File: src/hw/rtl/pbp_pkg.sv
// pbp_pkg: shared types and constants for the primitive batch planner.
// Used by every module under hw/rtl; depends on nothing.
package pbp_pkg;

    // Register indexes of the configuration port
    typedef enum logic [2:0] {
        REG_BS_POINTS     = 3'd0,
        REG_BS_LINE_LIST  = 3'd1,
        REG_BS_LINE_STRIP = 3'd2,
        REG_BS_TRI_LIST   = 3'd3,
        REG_BS_TRI_STRIP  = 3'd4,
        REG_ATTR_COUNT    = 3'd5,
        REG_ATTR_FORMATS  = 3'd6
    } reg_index_t;

    // Primitive type codes
    typedef enum logic [2:0] {
        PRIM_POINTS     = 3'd0,
        PRIM_LINE_LIST  = 3'd1,
        PRIM_LINE_STRIP = 3'd2,
        PRIM_TRI_LIST   = 3'd3,
        PRIM_TRI_STRIP  = 3'd4
    } prim_t;

    localparam int NumPrims = 5;

    // Vertices per primitive and batch overlap, by type
    localparam logic [1:0] PRIM_VERTS   [NumPrims] = '{2'd1, 2'd2, 2'd2, 2'd3, 2'd3};
    localparam logic [1:0] PRIM_OVERLAP [NumPrims] = '{2'd0, 2'd0, 2'd1, 2'd0, 2'd2};

    // Element bytes by size code (32, 16, 8, 16 bits)
    localparam logic [2:0] ELEM_BYTES [4] = '{3'd4, 3'd2, 3'd1, 3'd2};

    // Quadword count width before saturation
    localparam int QwW = 12;
    localparam logic [8:0] QW_MAX = 9'd511;

    // Live configuration
    typedef struct packed {
        logic [NumPrims-1:0][7:0] batch_size;
        logic [2:0]               attr_count;
        logic [15:0]              attr_formats;
    } cfg_t;

    // Classified request, front to back
    typedef struct packed {
        logic        nothing;
        logic        is_list;
        logic [1:0]  psz;
        logic [1:0]  rep;
        logic [15:0] prims;
        logic [7:0]  per;
        logic [7:0]  full;
        logic [7:0]  adv;
    } job_t;

endpackage

File: src/hw/rtl/pbp_front.sv
// pbp_front: classifies a draw request into a batching job.
// Depends on pbp_pkg. Pure logic; the queue behind it registers the job.
module pbp_front (
    input  logic [2:0]     prim_type,
    input  logic [15:0]    vertex_count,
    input  pbp_pkg::cfg_t  cfg,
    output pbp_pkg::job_t  job
);

    logic        known;
    logic [1:0]  psz;
    logic [1:0]  rep;
    logic [7:0]  bs;
    logic [32:0] vc_x3;
    logic [16:0] bs_x3;
    logic [15:0] prims;
    logic [7:0]  per;
    logic [7:0]  full;
    logic        is_list;

    // Table lookup per type
    always_comb begin
        known = 1'b1;
        psz   = '0;
        rep   = '0;
        bs    = '0;
        unique case (prim_type)
            pbp_pkg::PRIM_POINTS,
            pbp_pkg::PRIM_LINE_LIST,
            pbp_pkg::PRIM_LINE_STRIP,
            pbp_pkg::PRIM_TRI_LIST,
            pbp_pkg::PRIM_TRI_STRIP: begin
                psz = pbp_pkg::PRIM_VERTS[prim_type];
                rep = pbp_pkg::PRIM_OVERLAP[prim_type];
                bs  = cfg.batch_size[prim_type];
            end
            default: known = 1'b0;
        endcase
    end

    assign is_list = prim_type[0];

    // Divide by three with reciprocal multiply (exact over these ranges)
    assign vc_x3 = 33'(vertex_count) * 33'd43691;
    assign bs_x3 = 17'(bs) * 17'd171;

    // Primitive count, primitives per batch, full batch size
    always_comb begin
        if (is_list) begin
            if (psz == 2'd2) begin
                prims = vertex_count >> 1;
                per   = bs >> 1;
                full  = {per[6:0], 1'b0};
            end else begin
                prims = 16'(vc_x3 >> 17);
                per   = 8'(bs_x3 >> 9);
                full  = 8'(10'(per) * 10'd3);
            end
        end else begin
            prims = (vertex_count > 16'(rep)) ? vertex_count - 16'(rep) : '0;
            per   = bs - 8'(rep);
            full  = bs;
        end
    end

    always_comb begin
        job.nothing = !known || (bs < 8'(psz)) || (prims == '0) || (per == '0);
        job.is_list = is_list;
        job.psz     = psz;
        job.rep     = rep;
        job.prims   = prims;
        job.per     = per;
        job.full    = full;
        job.adv     = is_list ? full : per;
    end

endmodule

File: src/hw/rtl/pbp_queue.sv
// pbp_queue: two-entry job queue between front and back.
// Depends on pbp_pkg.
module pbp_queue (
    input  logic          aclk,
    input  logic          aresetn,
    input  logic          push,
    input  pbp_pkg::job_t push_job,
    output logic          full,
    input  logic          pop,
    output logic          head_valid,
    output pbp_pkg::job_t head_job
);

    pbp_pkg::job_t mem_reg [2];
    logic       wr_ptr_reg, wr_ptr_next;
    logic       rd_ptr_reg, rd_ptr_next;
    logic [1:0] count_reg,  count_next;

    assign full       = count_reg == 2'd2;
    assign head_valid = count_reg != 2'd0;
    assign head_job   = mem_reg[rd_ptr_reg];

    // Pointer and occupancy update
    always_comb begin
        wr_ptr_next = wr_ptr_reg ^ push;
        rd_ptr_next = rd_ptr_reg ^ pop;
        count_next  = count_reg + 2'(push) - 2'(pop);
    end

    always_ff @(posedge aclk) begin
        if (!aresetn) begin
            wr_ptr_reg <= 1'b0;
            rd_ptr_reg <= 1'b0;
            count_reg  <= 2'd0;
        end else begin
            wr_ptr_reg <= wr_ptr_next;
            rd_ptr_reg <= rd_ptr_next;
            count_reg  <= count_next;
        end
    end

    always_ff @(posedge aclk) begin
        if (push) begin
            mem_reg[wr_ptr_reg] <= push_job;
        end
    end

endmodule

File: src/hw/rtl/pbp_div.sv
// pbp_div: pipelined 16-by-8 restoring divider, four quotient bits per stage.
// Depends on pbp_pkg; carries the job alongside the operands.
module pbp_div (
    input  logic          aclk,
    input  logic          aresetn,
    input  logic          en,
    input  logic          in_valid,
    input  pbp_pkg::job_t in_job,
    output logic          out_valid,
    output pbp_pkg::job_t out_job,
    output logic [15:0]   out_quo,
    output logic [7:0]    out_rem
);

    localparam int Stages = 4;
    localparam int BitsPerStage = 16 / Stages;

    logic [Stages-1:0] valid_reg;
    pbp_pkg::job_t     job_reg [Stages];
    logic [7:0]        rem_reg [Stages];
    logic [15:0]       dq_reg  [Stages];

    // Several restoring steps: remainder in rem, dividend bits shift into quotient
    function automatic logic [23:0] div_steps(input logic [7:0] rem, input logic [15:0] dq,
                                              input logic [7:0] dvs);
        logic [8:0]  t;
        logic [7:0]  r;
        logic [15:0] d;
        r = rem;
        d = dq;
        for (int i = 0; i < BitsPerStage; i++) begin
            t = {r, d[15]};
            if (t >= 9'(dvs)) begin
                r = 8'(t - 9'(dvs));
                d = {d[14:0], 1'b1};
            end else begin
                r = t[7:0];
                d = {d[14:0], 1'b0};
            end
        end
        return {r, d};
    endfunction

    always_ff @(posedge aclk) begin
        if (!aresetn) begin
            valid_reg <= '0;
        end else if (en) begin
            valid_reg <= {valid_reg[Stages-2:0], in_valid};
        end
    end

    // Stage registers
    always_ff @(posedge aclk) begin
        if (en) begin
            job_reg[0]                <= in_job;
            {rem_reg[0], dq_reg[0]}   <= div_steps(8'd0, in_job.prims, in_job.per);
            for (int s = 1; s < Stages; s++) begin
                job_reg[s]              <= job_reg[s-1];
                {rem_reg[s], dq_reg[s]} <= div_steps(rem_reg[s-1], dq_reg[s-1],
                                                     job_reg[s-1].per);
            end
        end
    end

    assign out_valid = valid_reg[Stages-1];
    assign out_job   = job_reg[Stages-1];
    assign out_quo   = dq_reg[Stages-1];
    assign out_rem   = rem_reg[Stages-1];

endmodule

File: src/hw/rtl/pbp_back.sv
// pbp_back: divider, batch sizing, packet lengths and the result register.
// Depends on pbp_pkg and pbp_div.
module pbp_back #(
    parameter int MaxAttr = 4
) (
    input  logic          aclk,
    input  logic          aresetn,
    input  pbp_pkg::cfg_t cfg,
    input  logic          job_valid,
    input  pbp_pkg::job_t job,
    output logic          job_pop,
    output logic          m_valid,
    input  logic          m_ready,
    output logic          m_nothing_to_draw,
    output logic [15:0]   m_batch_count,
    output logic [7:0]    m_full_batch_vertices,
    output logic [7:0]    m_last_batch_vertices,
    output logic [7:0]    m_vertex_advance,
    output logic [8:0]    m_full_batch_quadwords,
    output logic [8:0]    m_last_batch_quadwords,
    output logic [31:0]   m_list_bytes
);

    logic          en;
    logic          dv_valid;
    pbp_pkg::job_t dv_job;
    logic [15:0]   dv_quo;
    logic [7:0]    dv_rem;

    logic [7:0]    last_prims;
    logic [7:0]    last_verts;

    logic                   sz_valid_reg;
    logic                   sz_nothing_reg;
    logic [15:0]            sz_n_reg;
    logic [7:0]             sz_full_reg;
    logic [7:0]             sz_last_reg;
    logic [7:0]             sz_adv_reg;
    logic [pbp_pkg::QwW-1:0] sz_fqw_reg;
    logic [pbp_pkg::QwW-1:0] sz_lqw_reg;

    logic          m_valid_reg;
    logic [31:0]   bytes_next;

    // Packet length in quadwords for v vertices
    function automatic logic [pbp_pkg::QwW-1:0] qw_of(input logic [7:0] v,
                                                      input logic [2:0] cnt,
                                                      input logic [15:0] fmt);
        logic [15:0] size;
        logic [3:0]  nib;
        logic [4:0]  cb;
        logic [12:0] data;
        size = 16'd28;
        for (int i = 0; i < MaxAttr; i++) begin
            nib  = 4'(32'(fmt) >> (4 * i));
            cb   = 5'((3'(nib[3:2]) + 3'd1) * pbp_pkg::ELEM_BYTES[nib[1:0]]);
            data = 13'(cb) * 13'(v);
            if (32'(i) < 32'(cnt)) begin
                size = size + 16'd4 + 16'((data + 13'd3) & ~13'd3);
            end
        end
        return pbp_pkg::QwW'((size + 16'd15) >> 4);
    endfunction

    // Whole back pipeline moves when the result register can take a transaction
    assign en      = !m_valid_reg || m_ready;
    assign job_pop = en && job_valid;
    assign m_valid = m_valid_reg;

    pbp_div u_div (
        .aclk      (aclk),
        .aresetn   (aresetn),
        .en        (en),
        .in_valid  (job_valid),
        .in_job    (job),
        .out_valid (dv_valid),
        .out_job   (dv_job),
        .out_quo   (dv_quo),
        .out_rem   (dv_rem)
    );

    // Last batch from the remainder
    assign last_prims = (dv_rem == '0) ? dv_job.per : dv_rem;
    assign last_verts = dv_job.is_list ? 8'(10'(last_prims) * 10'(dv_job.psz))
                                       : last_prims + 8'(dv_job.rep);

    // Sizing stage
    always_ff @(posedge aclk) begin
        if (!aresetn) begin
            sz_valid_reg <= 1'b0;
        end else if (en) begin
            sz_valid_reg <= dv_valid;
        end
    end

    always_ff @(posedge aclk) begin
        if (en) begin
            sz_nothing_reg <= dv_job.nothing;
            sz_n_reg       <= dv_quo + 16'(dv_rem != '0);
            sz_full_reg    <= dv_job.full;
            sz_last_reg    <= last_verts;
            sz_adv_reg     <= dv_job.adv;
            sz_fqw_reg     <= qw_of(dv_job.full, cfg.attr_count, cfg.attr_formats);
            sz_lqw_reg     <= qw_of(last_verts, cfg.attr_count, cfg.attr_formats);
        end
    end

    // Total list size
    assign bytes_next = 32'((40'(sz_fqw_reg) * 40'(sz_n_reg - 16'd1) + 40'(sz_lqw_reg)) << 4);

    // Result register
    always_ff @(posedge aclk) begin
        if (!aresetn) begin
            m_valid_reg <= 1'b0;
        end else if (en) begin
            m_valid_reg <= sz_valid_reg;
        end
    end

    always_ff @(posedge aclk) begin
        if (en) begin
            m_nothing_to_draw <= sz_nothing_reg;
            if (sz_nothing_reg) begin
                m_batch_count          <= '0;
                m_full_batch_vertices  <= '0;
                m_last_batch_vertices  <= '0;
                m_vertex_advance       <= '0;
                m_full_batch_quadwords <= '0;
                m_last_batch_quadwords <= '0;
                m_list_bytes           <= '0;
            end else begin
                m_batch_count          <= sz_n_reg;
                m_full_batch_vertices  <= sz_full_reg;
                m_last_batch_vertices  <= sz_last_reg;
                m_vertex_advance       <= sz_adv_reg;
                m_full_batch_quadwords <= (sz_fqw_reg > pbp_pkg::QwW'(pbp_pkg::QW_MAX))
                                          ? pbp_pkg::QW_MAX : sz_fqw_reg[8:0];
                m_last_batch_quadwords <= (sz_lqw_reg > pbp_pkg::QwW'(pbp_pkg::QW_MAX))
                                          ? pbp_pkg::QW_MAX : sz_lqw_reg[8:0];
                m_list_bytes           <= bytes_next;
            end
        end
    end

endmodule

File: src/hw/rtl/primitive_batch_planner_unit.sv
// primitive_batch_planner_unit: top level of the draw batch planner.
// Depends on pbp_pkg, pbp_front, pbp_queue, pbp_back (with pbp_div).

// Plans the split of a draw request into vertex batches and gives packet
// lengths and total list bytes. One request is accepted per cycle when the
// two-entry job queue has room. A request passes in order through the
// queue entry, which is written at its accepting edge, the four divider
// stages, the sizing stage and the result register. The sustained rate of
// one result per cycle, while m_ready does not stall the output, comes from
// pipelining the batch-count divider into four stages. Configuration writes
// take effect at once; the user must make them only while no request is in
// flight, as the block itself does not enforce this.
module primitive_batch_planner_unit #(
    parameter int MAX_ATTRIBUTES = 4
) (
    input  logic        aclk,
    input  logic        aresetn,
    input  logic        cfg_wr_en,
    input  logic [2:0]  cfg_index,
    input  logic [15:0] cfg_wdata,
    input  logic        s_valid,
    output logic        s_ready,
    input  logic [2:0]  s_prim_type,
    input  logic [15:0] s_vertex_count,
    output logic        m_valid,
    input  logic        m_ready,
    output logic        m_nothing_to_draw,
    output logic [15:0] m_batch_count,
    output logic [7:0]  m_full_batch_vertices,
    output logic [7:0]  m_last_batch_vertices,
    output logic [7:0]  m_vertex_advance,
    output logic [8:0]  m_full_batch_quadwords,
    output logic [8:0]  m_last_batch_quadwords,
    output logic [31:0] m_list_bytes
);

    pbp_pkg::cfg_t cfg_reg;
    pbp_pkg::job_t front_job;
    pbp_pkg::job_t head_job;
    logic          q_full;
    logic          head_valid;
    logic          job_pop;

    // Configuration registers
    always_ff @(posedge aclk) begin
        if (!aresetn) begin
            cfg_reg <= '0;
        end else if (cfg_wr_en) begin
            unique case (cfg_index)
                pbp_pkg::REG_BS_POINTS,
                pbp_pkg::REG_BS_LINE_LIST,
                pbp_pkg::REG_BS_LINE_STRIP,
                pbp_pkg::REG_BS_TRI_LIST,
                pbp_pkg::REG_BS_TRI_STRIP: cfg_reg.batch_size[cfg_index] <= cfg_wdata[7:0];
                pbp_pkg::REG_ATTR_COUNT:   cfg_reg.attr_count   <= cfg_wdata[2:0];
                pbp_pkg::REG_ATTR_FORMATS: cfg_reg.attr_formats <= cfg_wdata;
                default: ;
            endcase
        end
    end

    assign s_ready = !q_full;

    pbp_front u_front (
        .prim_type    (s_prim_type),
        .vertex_count (s_vertex_count),
        .cfg          (cfg_reg),
        .job          (front_job)
    );

    pbp_queue u_queue (
        .aclk       (aclk),
        .aresetn    (aresetn),
        .push       (s_valid && s_ready),
        .push_job   (front_job),
        .full       (q_full),
        .pop        (job_pop),
        .head_valid (head_valid),
        .head_job   (head_job)
    );

    pbp_back #(
        .MaxAttr (MAX_ATTRIBUTES)
    ) u_back (
        .aclk                   (aclk),
        .aresetn                (aresetn),
        .cfg                    (cfg_reg),
        .job_valid              (head_valid),
        .job                    (head_job),
        .job_pop                (job_pop),
        .m_valid                (m_valid),
        .m_ready                (m_ready),
        .m_nothing_to_draw      (m_nothing_to_draw),
        .m_batch_count          (m_batch_count),
        .m_full_batch_vertices  (m_full_batch_vertices),
        .m_last_batch_vertices  (m_last_batch_vertices),
        .m_vertex_advance       (m_vertex_advance),
        .m_full_batch_quadwords (m_full_batch_quadwords),
        .m_last_batch_quadwords (m_last_batch_quadwords),
        .m_list_bytes           (m_list_bytes)
    );

endmodule
File: config.mk
export PLATFORM = sky130hd
export DESIGN_NAME = primitive_batch_planner_unit
export DESIGN_NICKNAME = d
export VERILOG_FILES = /design/src/hw/rtl/pbp_pkg.sv /design/src/hw/rtl/pbp_front.sv /design/src/hw/rtl/pbp_queue.sv /design/src/hw/rtl/pbp_div.sv /design/src/hw/rtl/pbp_back.sv /design/src/hw/rtl/primitive_batch_planner_unit.sv
export SDC_FILE = /design/constraint.sdc
export NUM_CORES = 2
export LEC_CHECK = 0
export ABC_AREA = 1
export BUFFER_PORTS_ARGS = -buffer_cell sky130_fd_sc_hd__buf_2
export CAP_MARGIN = 20
export CORE_ASPECT_RATIO = 0.6
export CORE_MARGIN = 2
export CORE_UTILIZATION = 60
export CTS_BUF_LIST = sky130_fd_sc_hd__clkbuf_4 sky130_fd_sc_hd__clkbuf_8 sky130_fd_sc_hd__clkbuf_16
export CTS_CLUSTER_DIAMETER = 30
export DETAILED_ROUTE_END_ITERATION = 16
export PLACE_DENSITY = 0.77
export SLEW_MARGIN = 0
export SYNTH_ARGS = -nofsm -noshare
export SYNTH_HDL_FRONTEND = slang
export SYNTH_SLANG_ARGS = --single-unit
File: constraint.sdc
create_clock -name aclk -period 26.1 [get_ports aclk]
set_input_delay 3.915 -clock aclk [delete_from_list [all_inputs] [get_ports aclk]]
set_output_delay 3.915 -clock aclk [all_outputs]
set_load 0.05 [all_outputs]
==> metrics.md <==
| Metric | Value |
|---|---|
| Post-Synth Simple-Gate Area | `between 10% and 20%` |
| Rows | `87` |
| Worst skew pair latency | `0.69 ns` |
| Hold Path End | `u_back.u_div.job_reg[1][14]` |
| Die area | `about 0.096 mm²` |
| Reg area | `0.0152 mm²` |
| Yosys top cell area share | `24.5%` |
| Vias in the first global route | `around 44,000` |
| Vias/cell | `5.53` |
| Multi-input logic area | `0.0355 mm²` |
| Register area share after synthesis | `27.0%` |
| CP top delay family | `adder cells` |
| Final number of max-transition violations | `0` |
| Area leader, netlist | `edfxtp_1` |
| Hold/Removal Path Class | `register to register` |
| Post-CTS setup buffer count | `0` |
| Status | `complete, no violations` |
| Starting Density | `around 60%` |
| Crit end category | `register` |
| Post-synthesis adder-cell area fraction | `about 33%` |
| Period utilisation layout | `44.5%` |
| Worst-case reg-to-reg path depth | `59` |
| Area Overhead vs Synth | `8.51%` |
| Die H | `241 µm` |
| FILL cells | `7,561` |
| CTS Hold Bufs | `0` |
| Yosys reg bits | `530` |
| GPL Wtd Cong | `0.983` |
| Synth Area in Compound Gates | `9.18%` |
| H-tree depth | `3` |
| Clock buffer depth | `3` |
| Die width | `around 400 µm` |
| Worst path max stage delay | `0.55 ns` |
| Yosys warnings | `0` |
| Bufs and invs on worst path | `9` |
| DRT iter0 DRCs | `4,206` |
| Root Driver | `clkbuf_16` |
| Clock Sinks | `between 500 and 600` |
| DRC Markers | `0` |
| Dominant synthesized flop cell | `edfxtp_1` |
| Drt wl/cell | `17.5 µm` |
| Syn Area/Cell | `8.47 µm²` |
| Layout cell share with drive strength beyond 1 | `under 10%` |
| Type of the worst setup path | `register to register` |
| Mapped Area | `0.0564 mm²` |
| Number of gates resized after CTS | `0` |
| FFs w/ async S/R, synth | `0%` |
| IO buf count | `between 100 and 150` |
| Final ANT Viol Nets | `0` |
| Crit-path max FO | `13` |
| Fmax | `86.1 MHz` |
| GRT Resource Usage Total | `30.1%` |
| Post-synthesis mux area share | `0.242%` |
| RSZ-0062 raised after global routing | `no` |
| Largest net degree at the start of global routing | `126` |
| CP Launch Type | `register` |
| Crit path arrival time | `about 12 ns` |
| Yosys cell types | `66` |
| Actual slew at the worst max-slew pin | `1.02 ns` |
| Setup slack, reg-to-reg | `14.49 ns` |
| Critical R2R Capture | `u_back.sz_lqw_reg[11]` |
| CTS tree | `done` |
| Final min period | `11.61 ns` |
| Gate Count Post-Synth | `6,652` |
| CTS Buf Count | `81` |
| Main combinational cell family by area after synthesis | `adder cells` |
| Global route overflow | `0` |
| WL final | `142,000 µm` |
| Most used cell, CP | `nand2_1` |
| WP data required | `26.53 ns` |
| Hold Crit Start | `u_back.u_div.job_reg[0][14]` |
| Global-route wire length before repair | `230,000 µm` |
| Hold Path Depth | `0` |
| Largest register FFs | `123` |
| Initial antenna violation count | `0` |
| Ranking of synthesized cells by area | `edfxtp_1, fa_1, ha_1` |
| Slowest-stage cell, CP | `fa_1` |
| Dpl hpwl | `roughly 110,000 µm` |
| Final clock skew | `about 0.032 ns` |
| Final Setup Violations | `0` |
| Final Hold Fails | `0` |
| Setup tns final | `0 ns` |
| Reg2reg start | `cfg_reg[2]` |
| Worst relative slew slack | `32.3%` |
| Post-synth EDFFs | `460` |
| Clock slew at reported path FFs | `0.06 ns` |
| Routed vias | `44,700` |
| I/O pins | `136` |
| Number of max-cap violations | `0` |
| Drt pass-1 iters | `6` |
| Synth Area in XOR/XNOR | `4.02%` |
| NumNets Final | `around 8,000` |
| CORE AREA | `between 0.09 and 0.1 mm²` |
layout by cell type (no fill, tap or decap), types with 52 or more instances in the layout:
master	n
a21oi_1	383
buf_2	131
clkbuf_16	81
dfxtp_1	69
edfxtp_1	460
fa_1	465
ha_1	735
inv_1	1297
nand2_1	1189
nand3_1	187
nand4_1	53
nor2_1	640
nor3_1	60
o21ai_0	290
o21ai_1	52
o21bai_1	55
xnor2_1	85
xor2_1	168
how the worst max path moves through the flow:
stage | startpoint | endpoint | slack [ns] | cells past startpoint
6_report | cfg_reg[2] | u_back.sz_lqw_reg[11] | 14.49 | 59
5_1_grt | cfg_reg[2] | u_back.sz_lqw_reg[10] | 13.63 | 59
4_1_cts | cfg_reg[2] | u_back.sz_lqw_reg[11] | 14.57 | 59
3_5_place_dp | cfg_reg[2] | u_back.sz_lqw_reg[10] | 14.62 | 59
3_3_place_gp | cfg_reg[2] | u_back.sz_lqw_reg[11] | 14.95 | 59
2_1_floorplan | m_ready | u_queue.count_reg[0] | 12.44 | 9
routing by layer:
layer	GRT usage, %	vias up	share of wire (%)
met4	8.34	0	2.5
met5	0	-	0
met2	45.3	1803	42
met3	5.66	237	9.0
met1	44.5	21100	46
li1	-	21500	-
per-stage QoR:
stage               area (µm²)  setup WS (ns)  util, %  hold WS [ns]  std cells
finish                   61100          14.49     65.4         0.419       8083
global route             61100          13.63     65.4         0.421       8082
CTS                      61100          14.57     65.4         0.419       8081
global placement         58200          14.95     62.3         0.400       7929
floorplan                56400          12.44        -         0.400       6655
detailed placement       58300          14.62     62.3         0.405       7930
layout make-up:
cell class | count | area share [%]
diodes | 1 | 0.00409
repair buffers | 165 | 1.53
multi-input cells | 4649 | 58.1
well taps | 1246 | 2.55
clock buffers | 89 | 3.42
clock inverters | 62 | 1.26
inverters | 1341 | 8.25
flip-flops and latches | 530 | 24.9
cells in the mapped netlist (60+ instances only):
library cell	count
nand3_1	187
a21oi_1	383
nand2_1	1189
nor2_1	640
dfxtp_1	70
clkbuf_1	91
inv_1	1298
fa_1	465
xor2_1	168
edfxtp_1	460
o21ai_0	291
nor3_1	60
xnor2_1	85
ha_1	737
cells by family after synthesis:
family | Yosys count
compound gates | 918
mux | 12
other cells | 1
fa+ha+maj | 1202
simple gates | 2257
xor+xnor | 256
flops | 530
buf+inv | 1476
Power is left out: the tool's default activity adds up to more than one toggle a clock period on the data nets, which glitch-free logic cannot reach.
